===== config.mk =====
export PLATFORM = sky130hd
export DESIGN_NAME = wllc_math
export DESIGN_NICKNAME = d
export VERILOG_FILES = /design/src/wllc_pkg.sv /design/src/wllc_math.sv
export SDC_FILE = /design/constraint.sdc
export NUM_CORES = 2
export LEC_CHECK = 0
export ABC_CLOCK_PERIOD_IN_PS = 15100
export BUFFER_PORTS_ARGS = -buffer_cell sky130_fd_sc_hd__buf_4
export CORE_AREA = 5 5 322 324
export DETAILED_ROUTE_END_ITERATION = 12
export DIE_AREA = 0 0 327 329
export SYNTH_ARGS = -nofsm -noshare
export SYNTH_HDL_FRONTEND = slang
export SYNTH_SLANG_ARGS = --single-unit

===== constraint.sdc =====
create_clock -name clk -period 15.1 [get_ports clk]
set_clock_uncertainty 0.05 [all_clocks]
set_input_delay 1.51 -clock clk [delete_from_list [all_inputs] [get_ports clk]]
set_output_delay 1.51 -clock clk [all_outputs]
set_load 0.02 [all_outputs]

===== src/wllc_pkg.sv =====
// ----------------------------------------------------------------------------
// wllc_pkg
// Shared types, constants and helpers for the windowed lead-lag correlator.
// ----------------------------------------------------------------------------
package wllc_pkg;

  // Defaults for top-level parameters
  localparam int DEF_WINDOW_DEPTH  = 256;
  localparam int DEF_MAX_LAG_LIMIT = 16;
  localparam int DEF_SAMPLE_BITS   = 16;

  // Fixed field widths
  localparam int WIDE_W     = 64;  // width of sums and long arithmetic
  localparam int CORR_W     = 16;  // Q1.15 correlation
  localparam int CFG_IDX_W  = 2;
  localparam int CFG_DATA_W = 9;
  localparam int HL_W       = 9;
  localparam int RW_W       = 9;
  localparam int ML_W       = 5;

  localparam int MIN_PAIRS   = 3;
  localparam int VALID_PAIRS = 10;

  // Register indexes
  localparam logic [CFG_IDX_W-1:0] REG_HISTORY_LIMIT  = 2'd0;
  localparam logic [CFG_IDX_W-1:0] REG_ROLLING_WINDOW = 2'd1;
  localparam logic [CFG_IDX_W-1:0] REG_MAX_LAG        = 2'd2;

  // Register reset values
  localparam logic [HL_W-1:0] HL_RESET = 9'd256;
  localparam logic [RW_W-1:0] RW_RESET = 9'd64;
  localparam logic [ML_W-1:0] ML_RESET = 5'd5;

  // Variance normalization bound (2^30)
  localparam logic [WIDE_W-1:0] NORM_BOUND = 64'h0000_0000_4000_0000;

  localparam logic signed [CORR_W-1:0] CORR_MAX = 16'sh7fff;
  localparam logic signed [CORR_W-1:0] CORR_MIN = 16'sh8000;

  // Shared math unit
  typedef enum logic [1:0] {
    MOP_MUL,
    MOP_SQRT,
    MOP_DIV
  } math_op_t;

  typedef struct packed {
    logic     start;
    math_op_t op;
  } math_req_t;

  typedef struct packed {
    logic busy;
    logic done;
  } math_rsp_t;

  // Sequencer
  typedef enum logic [4:0] {
    ST_IDLE,
    ST_SPAN,
    ST_RD,
    ST_M0,
    ST_M1,
    ST_M2,
    ST_M3,
    ST_VX1,
    ST_VX2,
    ST_VY1,
    ST_VY2,
    ST_C1,
    ST_C2,
    ST_CHK,
    ST_NORM,
    ST_PROD,
    ST_SQRT,
    ST_DIV,
    ST_STORE,
    ST_DONE
  } state_t;

  typedef enum logic [1:0] {
    SPAN_FULL,
    SPAN_ROLL,
    SPAN_LAG
  } span_t;

  // Magnitude of a Q1.15 value, one bit wider so -1.0 fits
  function automatic logic [CORR_W:0] corr_mag(input logic signed [CORR_W-1:0] v);
    logic signed [CORR_W:0] e;
    e = {v[CORR_W-1], v};
    return v[CORR_W-1] ? (CORR_W+1)'(-e) : (CORR_W+1)'(e);
  endfunction

endpackage


===== src/wllc_math.sv =====
// ----------------------------------------------------------------------------
// wllc_math
// Shared iterative unit: shift-add multiply, bitwise square root and
// restoring divide, one step per cycle.
// ----------------------------------------------------------------------------
module wllc_math import wllc_pkg::*; (
  input  logic              clk,
  input  logic              rst,
  input  math_req_t         req,
  input  logic [WIDE_W-1:0] opnd_a,
  input  logic [WIDE_W-1:0] opnd_b,
  output math_rsp_t         rsp,
  output logic [WIDE_W-1:0] result
);

  localparam int CNT_W = $clog2(WIDE_W + 1);

  logic              busy;
  logic              done;
  math_op_t          op;
  logic [WIDE_W-1:0] acc;
  logic [WIDE_W-1:0] ra;
  logic [WIDE_W-1:0] rb;
  logic [CNT_W-1:0]  cnt;
  logic              neg;

  logic [WIDE_W-1:0] abs_a;
  logic [WIDE_W-1:0] abs_b;
  logic [WIDE_W-1:0] root_try;
  logic [WIDE_W:0]   div_sh;
  logic              div_ge;

  assign abs_a    = opnd_a[WIDE_W-1] ? -opnd_a : opnd_a;
  assign abs_b    = opnd_b[WIDE_W-1] ? -opnd_b : opnd_b;
  assign root_try = acc + rb;
  assign div_sh   = {acc, ra[WIDE_W-1]};
  assign div_ge   = div_sh >= {1'b0, rb};

  assign rsp.busy = busy;
  assign rsp.done = done;

  // Step engine
  always_ff @(posedge clk) begin
    if (rst) begin
      busy <= 1'b0;
      done <= 1'b0;
    end else begin
      done <= 1'b0;
      if (req.start) begin
        busy <= 1'b1;
        op   <= req.op;
        acc  <= '0;
        case (req.op)
          MOP_MUL: begin
            ra  <= abs_a;
            rb  <= abs_b;
            neg <= opnd_a[WIDE_W-1] ^ opnd_b[WIDE_W-1];
          end
          MOP_SQRT: begin
            ra <= opnd_a;
            rb <= WIDE_W'(1) << (WIDE_W - 2);
          end
          MOP_DIV: begin
            ra  <= opnd_a;
            rb  <= opnd_b;
            cnt <= CNT_W'(WIDE_W);
          end
          default: ;
        endcase
      end else if (busy) begin
        case (op)
          // multiply: stops as soon as the multiplier runs out of ones
          MOP_MUL: begin
            if (rb == '0) begin
              result <= neg ? -acc : acc;
              busy   <= 1'b0;
              done   <= 1'b1;
            end else begin
              if (rb[0]) acc <= acc + ra;
              ra <= ra << 1;
              rb <= rb >> 1;
            end
          end
          // integer square root, two radicand bits a step
          MOP_SQRT: begin
            if (rb == '0) begin
              result <= acc;
              busy   <= 1'b0;
              done   <= 1'b1;
            end else begin
              if (ra >= root_try) begin
                ra  <= ra - root_try;
                acc <= (acc >> 1) + rb;
              end else begin
                acc <= acc >> 1;
              end
              rb <= rb >> 2;
            end
          end
          // restoring divide, quotient shifts into ra
          MOP_DIV: begin
            if (cnt == '0) begin
              result <= ra;
              busy   <= 1'b0;
              done   <= 1'b1;
            end else begin
              if (div_ge) acc <= WIDE_W'(div_sh - {1'b0, rb});
              else        acc <= WIDE_W'(div_sh);
              ra  <= {ra[WIDE_W-2:0], div_ge};
              cnt <= cnt - 1'b1;
            end
          end
          default: busy <= 1'b0;
        endcase
      end
    end
  end

endmodule


# Word level (Yosys, flattened, before mapping)
# Cells that the tools add are included.
# word_totals
regBits	268
latch_bits	0
mem_bits_rw	0
mem_bits_ro	0
in_bits	133
out_inout_bits	66
wordCells	101
n_memories	0
# op_classes
addsub	9
mul	0
n_div	0
magnitude_cmp	2
n_eq_ne	16
n_shift	0
muxes	42
bitwise_logic	4
n_reduce_logical	19
# op_table
operator	count
$mux W64	23
$pmux W64 S3	4
$pmux W64 S2	2
$neg A64 Y64	3
$add A64 B64 Y64	2
$sub A64 B64 Y64	2
$ge A65 B64 Y1	1
$add A63 B64 Y64	1
$ge A64 B64 Y1	1
$logic_not A64 Y1	1
$mux W7	5
$ne A3 B3 Y1 const B	5
$reduce_and A7 Y1	2
$ne A2 B2 Y1 const B	4
$reduce_and A8 Y1	1
$logic_not A7 Y1	1
$sub A7 B1 Y7 const B	1
$mux W1	6
$reduce_and A6 Y1	1
$reduce_bool A3 Y1	2
$reduce_and A5 Y1	1
$eq A2 B1 Y1 const B	2
$eq A2 B2 Y1 const B	2
$logic_not A2 Y1	2
12 further kinds	17

# Depth between registers and ports, before layout
# logic_depth
word_depth	7
ltp_mapped	30
ltp_nobuf	28

# Least setup slack after synthesis
# No wires, ideal clock.
# synth_timing
path_type	register to register
from	reg acc[6]
to	reg ra[0] (enable)
setup_time_ns	0.487
t_arrival_ns	7.892
required_ns	14.563
setup_slack_ns	6.670
stages_incl_launch_ff	23
path_buffers	2
period_less_slack_ns	8.430
cell_sequence	edfxtp_1 > ha_1 > o21a_1 > o21a_1 > o32a_1 > a211oi_1 > o31ai_1 > a21o_1 > a221oi_1 > o221ai_1 > o21ai_0 > o21ai_0 > xnor2_1 > ha_1 > clkbuf_1 > inv_1 > or4_1 > or4_1 > a21oi_1 > nor4_1 > clkbuf_1 > o21a_1 > nor2_1
# synth_between
elab_chain_cells	4
# synth_lines
element	line	text
from (decl)	wllc_math.sv:21	logic [WIDE_W-1:0] acc;
from (signal assigned)	wllc_math.sv:79	if (rb[0]) acc <= acc + ra;
from (signal assigned)	wllc_math.sv:93	acc <= (acc >> 1) + rb;
from (signal assigned)	wllc_math.sv:95	acc <= acc >> 1;
$add A64 B64 Y64	wllc_math.sv:35	assign root_try = acc + rb;
$ge A64 B64 Y1	wllc_math.sv:91	if (ra >= root_try) begin
$ne A3 B3 Y1 (no source line)	n/a	
$reduce_and A8 Y1 (no source line)	n/a	
to (signal assigned)	wllc_math.sv:55	ra <= abs_a;
to (signal assigned)	wllc_math.sv:92	ra <= ra - root_try;
to (signal assigned)	wllc_math.sv:109	ra <= {ra[WIDE_W-2:0], div_ge};
to (decl)	wllc_math.sv:22	logic [WIDE_W-1:0] ra;
# No other way between the ends.
# A chain may end at the register's enable or synchronous reset.

# Final worst setup path
# layout_timing
from	reg rb[0]
to	reg acc[59] (data pin)
# layout_between
elab_chain_cells	6
elab_cells_between_ends	11
cone_classes	add/sub (3); order compare (2); mux (6)
# layout_lines
element	line	text
from (decl)	wllc_math.sv:23	logic [WIDE_W-1:0] rb;
from (signal assigned)	wllc_math.sv:56	rb <= abs_b;
from (signal assigned)	wllc_math.sv:61	rb <= WIDE_W'(1) << (WIDE_W - 2);
from (signal assigned)	wllc_math.sv:65	rb <= opnd_b;
$add A64 B64 Y64	wllc_math.sv:35	
$ge A64 B64 Y1	wllc_math.sv:91	
$mux W64	wllc_math.sv:91	
$mux W64	wllc_math.sv:86	if (rb == '0) begin
$pmux W64 S3 (*)	wllc_math.sv:71	case (op)
$mux W64 (*)	wllc_math.sv:70	end else if (busy) begin
# Mark *: on every way between the ends. The rest lies on a longest branch, timed or not. The select of a mux whose other input is x is not followed.

==> impl_metrics.tcl <==
set metrics [dict create \
    hold_path_end "cnt[0]" \
    yosys_most_used_dff "edfxtp_1" \
    synthCells 4768 \
    clock_path_buffers 3 \
    finalSetupViolations 0 \
    r2r_end "acc[59]" \
    dpl.hpwl_um 128000 \
    cap_violations 0 \
    status "complete, no violations" \
    synth_edf_count 266 \
    arrival_ns 8.32 \
    ant_nets 0 \
    grtUsageTotal 0.282 \
    nFillCells 10405 \
    cts_setup_buffers 0 \
    first_pass_iters 6 \
    num_vias 38776 \
    reg2reg_from "rb[0]" \
    worstHoldStart "cnt[0]" \
    diodes 0 \
    p_total_mw 4.76 \
    hp-class "reg -> reg" \
    synth_area_leader_cell "edfxtp_1" \
    grt.overflow.total 0 \
    placed_area_mm2 0.0395 \
    slowest_stage "nor2_1" \
    antenna_found_initial 5 \
    grt_start_max_net_pins 107 \
    numCtsBuffers 36 \
    avgSynthCellArea_um2 7.70 \
    areaGrowthSynthToFinish_pct 10.7 \
    grt_pass1_wl_um 232000 \
    rsz0062_at_grt "false" \
    max_stage_delay_ns 0.62 \
    core_area_mm2 0.101 \
    avgViaCountPerCell 6.34 \
    cellPowerDensity_mw_per_mm2 117 \
    p_int_mw 2.48 \
    tritoncts "built" \
    slew_headroom 0.160 \
    holdPathStages 1 \
    max_freq_ghz 0.126 \
    clk_pin_slew_worst_paths_ns 0.06 \
    yosysMostFrequentCell "a21oi_1" \
    drive_gt1_frac 0.0857 \
    finalCritPeriodShare 0.526 \
    combinationalPowerShare 0.582 \
    pwr-share-clk 0.197 \
    crit_required_ns 15.47 \
    grt_pass1_vias 35605 \
    drc_errors 0 \
    p_leak_nw 16.3 \
    worst_slew_pin_slew_ns 1.26 \
    seq_area_mm2 0.00803 \
    synthDistinctLibCells 84 \
    stdcell_area_mm2 0.0407 \
    hold_buffers 0 \
    crit_path_max_fanout 24 \
    ys_ff_latch 268 \
    yosys-top-cells-count "a21oi_1, nand2_1, o21ai_0" \
    r2r_cells 29 \
    sw_frac_of_total 0.478 \
    synth_area_leaders "edfxtp_1, ha_1, a21oi_1" \
    synth_area_mm2 0.0367 \
    post_cts_resized 0 \
    ff2ff_setup_slack_ns 7.15 \
    power_switching_mw 2.27 \
    gp_congestion 1.00 \
    multiInputGateArea_mm2 0.0270 \
    clk_latency_ns 0.59 \
    num_io_pins 199 \
    drt_iter0_drc 4563 \
    dieArea_mm2 0.108 \
    cts-root-buf "clkbuf_16" \
    cp-end-kind "flop" \
    num_rows 117 \
    synth_top_cell_area_share 0.217 \
    portBuffers 198 \
    syn-num-nets 5234 \
    die_h_um 329 \
    report.final.slew_viol_count 0 \
    vdd_drop_max_uv 79.2 \
    startpoint_type "flop" \
    dp_cells 6051 \
    worst-setup-path-type "reg -> reg" \
    async_flop_share 0 \
    nets 5246 \
    power_frac_seq 0.221 \
    fin_tns_setup_ns 0 \
    htreeDepth 2 \
    cts.sinks 268 \
    hold_viol 0 \
    initial_utilization 0.364 \
    critical_path.most_common_cell "a21oi_1" \
    whs_ns 0.539 \
    drt_wl_total_um 160000 \
    layout.cells.non_filler 6115 \
    yosys_warnings 0 \
    seq_area_frac_synth 0.219 \
    die_x_um 327 \
    post-route-min-period_ns 7.95 \
    avgRoutedWirePerCell_um 26.1 \
]
worst max-delay path by stage:
stage / end / slack, ns / depth (start not counted) / startpoint
after floorplan: ra[0] / 6.67 / 22 / acc[6]
after global placement: acc[59] / 7.37 / 26 / acc[2]
after detailed placement: acc[59] / 7.30 / 26 / acc[2]
after CTS: acc[59] / 7.25 / 26 / acc[2]
after global routing: acc[59] / 6.56 / 26 / acc[2]
final: acc[59] / 7.15 / 29 / rb[0]
power by group through the flow:
stage | Combinational, mW | Clock, mW | Sequential [mW]
finish | 2.77 | 0.939 | 1.05
global route | 3.00 | 0.980 | 1.05
CTS | 2.70 | 0.953 | 1.04
detailed placement | 2.68 | 0 | 1.05
global placement | 2.69 | 0 | 1.05
floorplan | 1.92 | 0 | 0.997
final cells by class:
class | instances | area share
multi-input combinational | 4016 | 0.664
sequential | 268 | 0.197
timing repair buffer | 283 | 0.0527
tap | 1309 | 0.0403
clock buffer | 42 | 0.0232
inverter | 175 | 0.0162
clock inverter | 22 | 0.00664
registers in the layout, summed over array words and instances (netlist names):
signal  cells
acc        64
ra         64
rb         64
result     64
cnt         7
op          2
busy        1
done        1
neg         1
layout by cell type (no fill, tap or decap), drive strengths merged, types with 34 or more instances in the layout:
master	n
mux2i	83
buf	283
nor2	317
ha	328
nor4	47
a221oi	135
o21a	38
or3	44
nand2	433
inv	177
nand3	108
xor2	209
a211oi	41
nand4	108
a31oi	60
nand2b	54
nor3	76
a21oi	541
o21ai	432
clkbuf	42
o21bai	57
o31ai	68
nor2b	43
edfxtp	266
and3	36
a22oi	34
a21o	189
xnor2	206
per-stage QoR:
stage,setup slack (ns),util
after floorplan,6.67,-
after global placement,7.37,0.391
after detailed placement,7.30,0.391
after CTS,7.25,0.403
after global routing,6.56,0.403
final,7.15,0.403
kinds of logic after synthesis:
| family | after synthesis | synth area share |
|---|---|---|
| AO/OA/AOI/OAI | 1808 | 0.313 |
| buffers and inverters | 484 | 0.0500 |
| AND/OR/NAND/NOR | 1373 | 0.181 |
| flip-flops | 268 | 0.219 |
| adder cells (fa/ha/maj) | 333 | 0.114 |
| multiplexers | 87 | 0.0238 |
| XOR/XNOR | 415 | 0.0990 |
routing by layer:
layer | share of wire | GRT usage | vias to the layer above
li1 | - | - | 18041
met1 | 0.45 | 0.424 | 18701
met2 | 0.40 | 0.402 | 1828
met3 | 0.11 | 0.0645 | 204
met4 | 0.030 | 0.0764 | 2
met5 | 0.000081 | 0 | -
worst max-delay path, delay by kind of cell, from the launching register on:
family          cells  cell delay [ns]
compound gates     12             3.02
xor+xnor            1             0.11
fa+ha+maj           3             1.05
buf+inv             2             0.35
flops               1             0.51
mux                 1             0.09
simple gates       10             2.57
No activity file was read; power rests on OpenSTA's default activity.
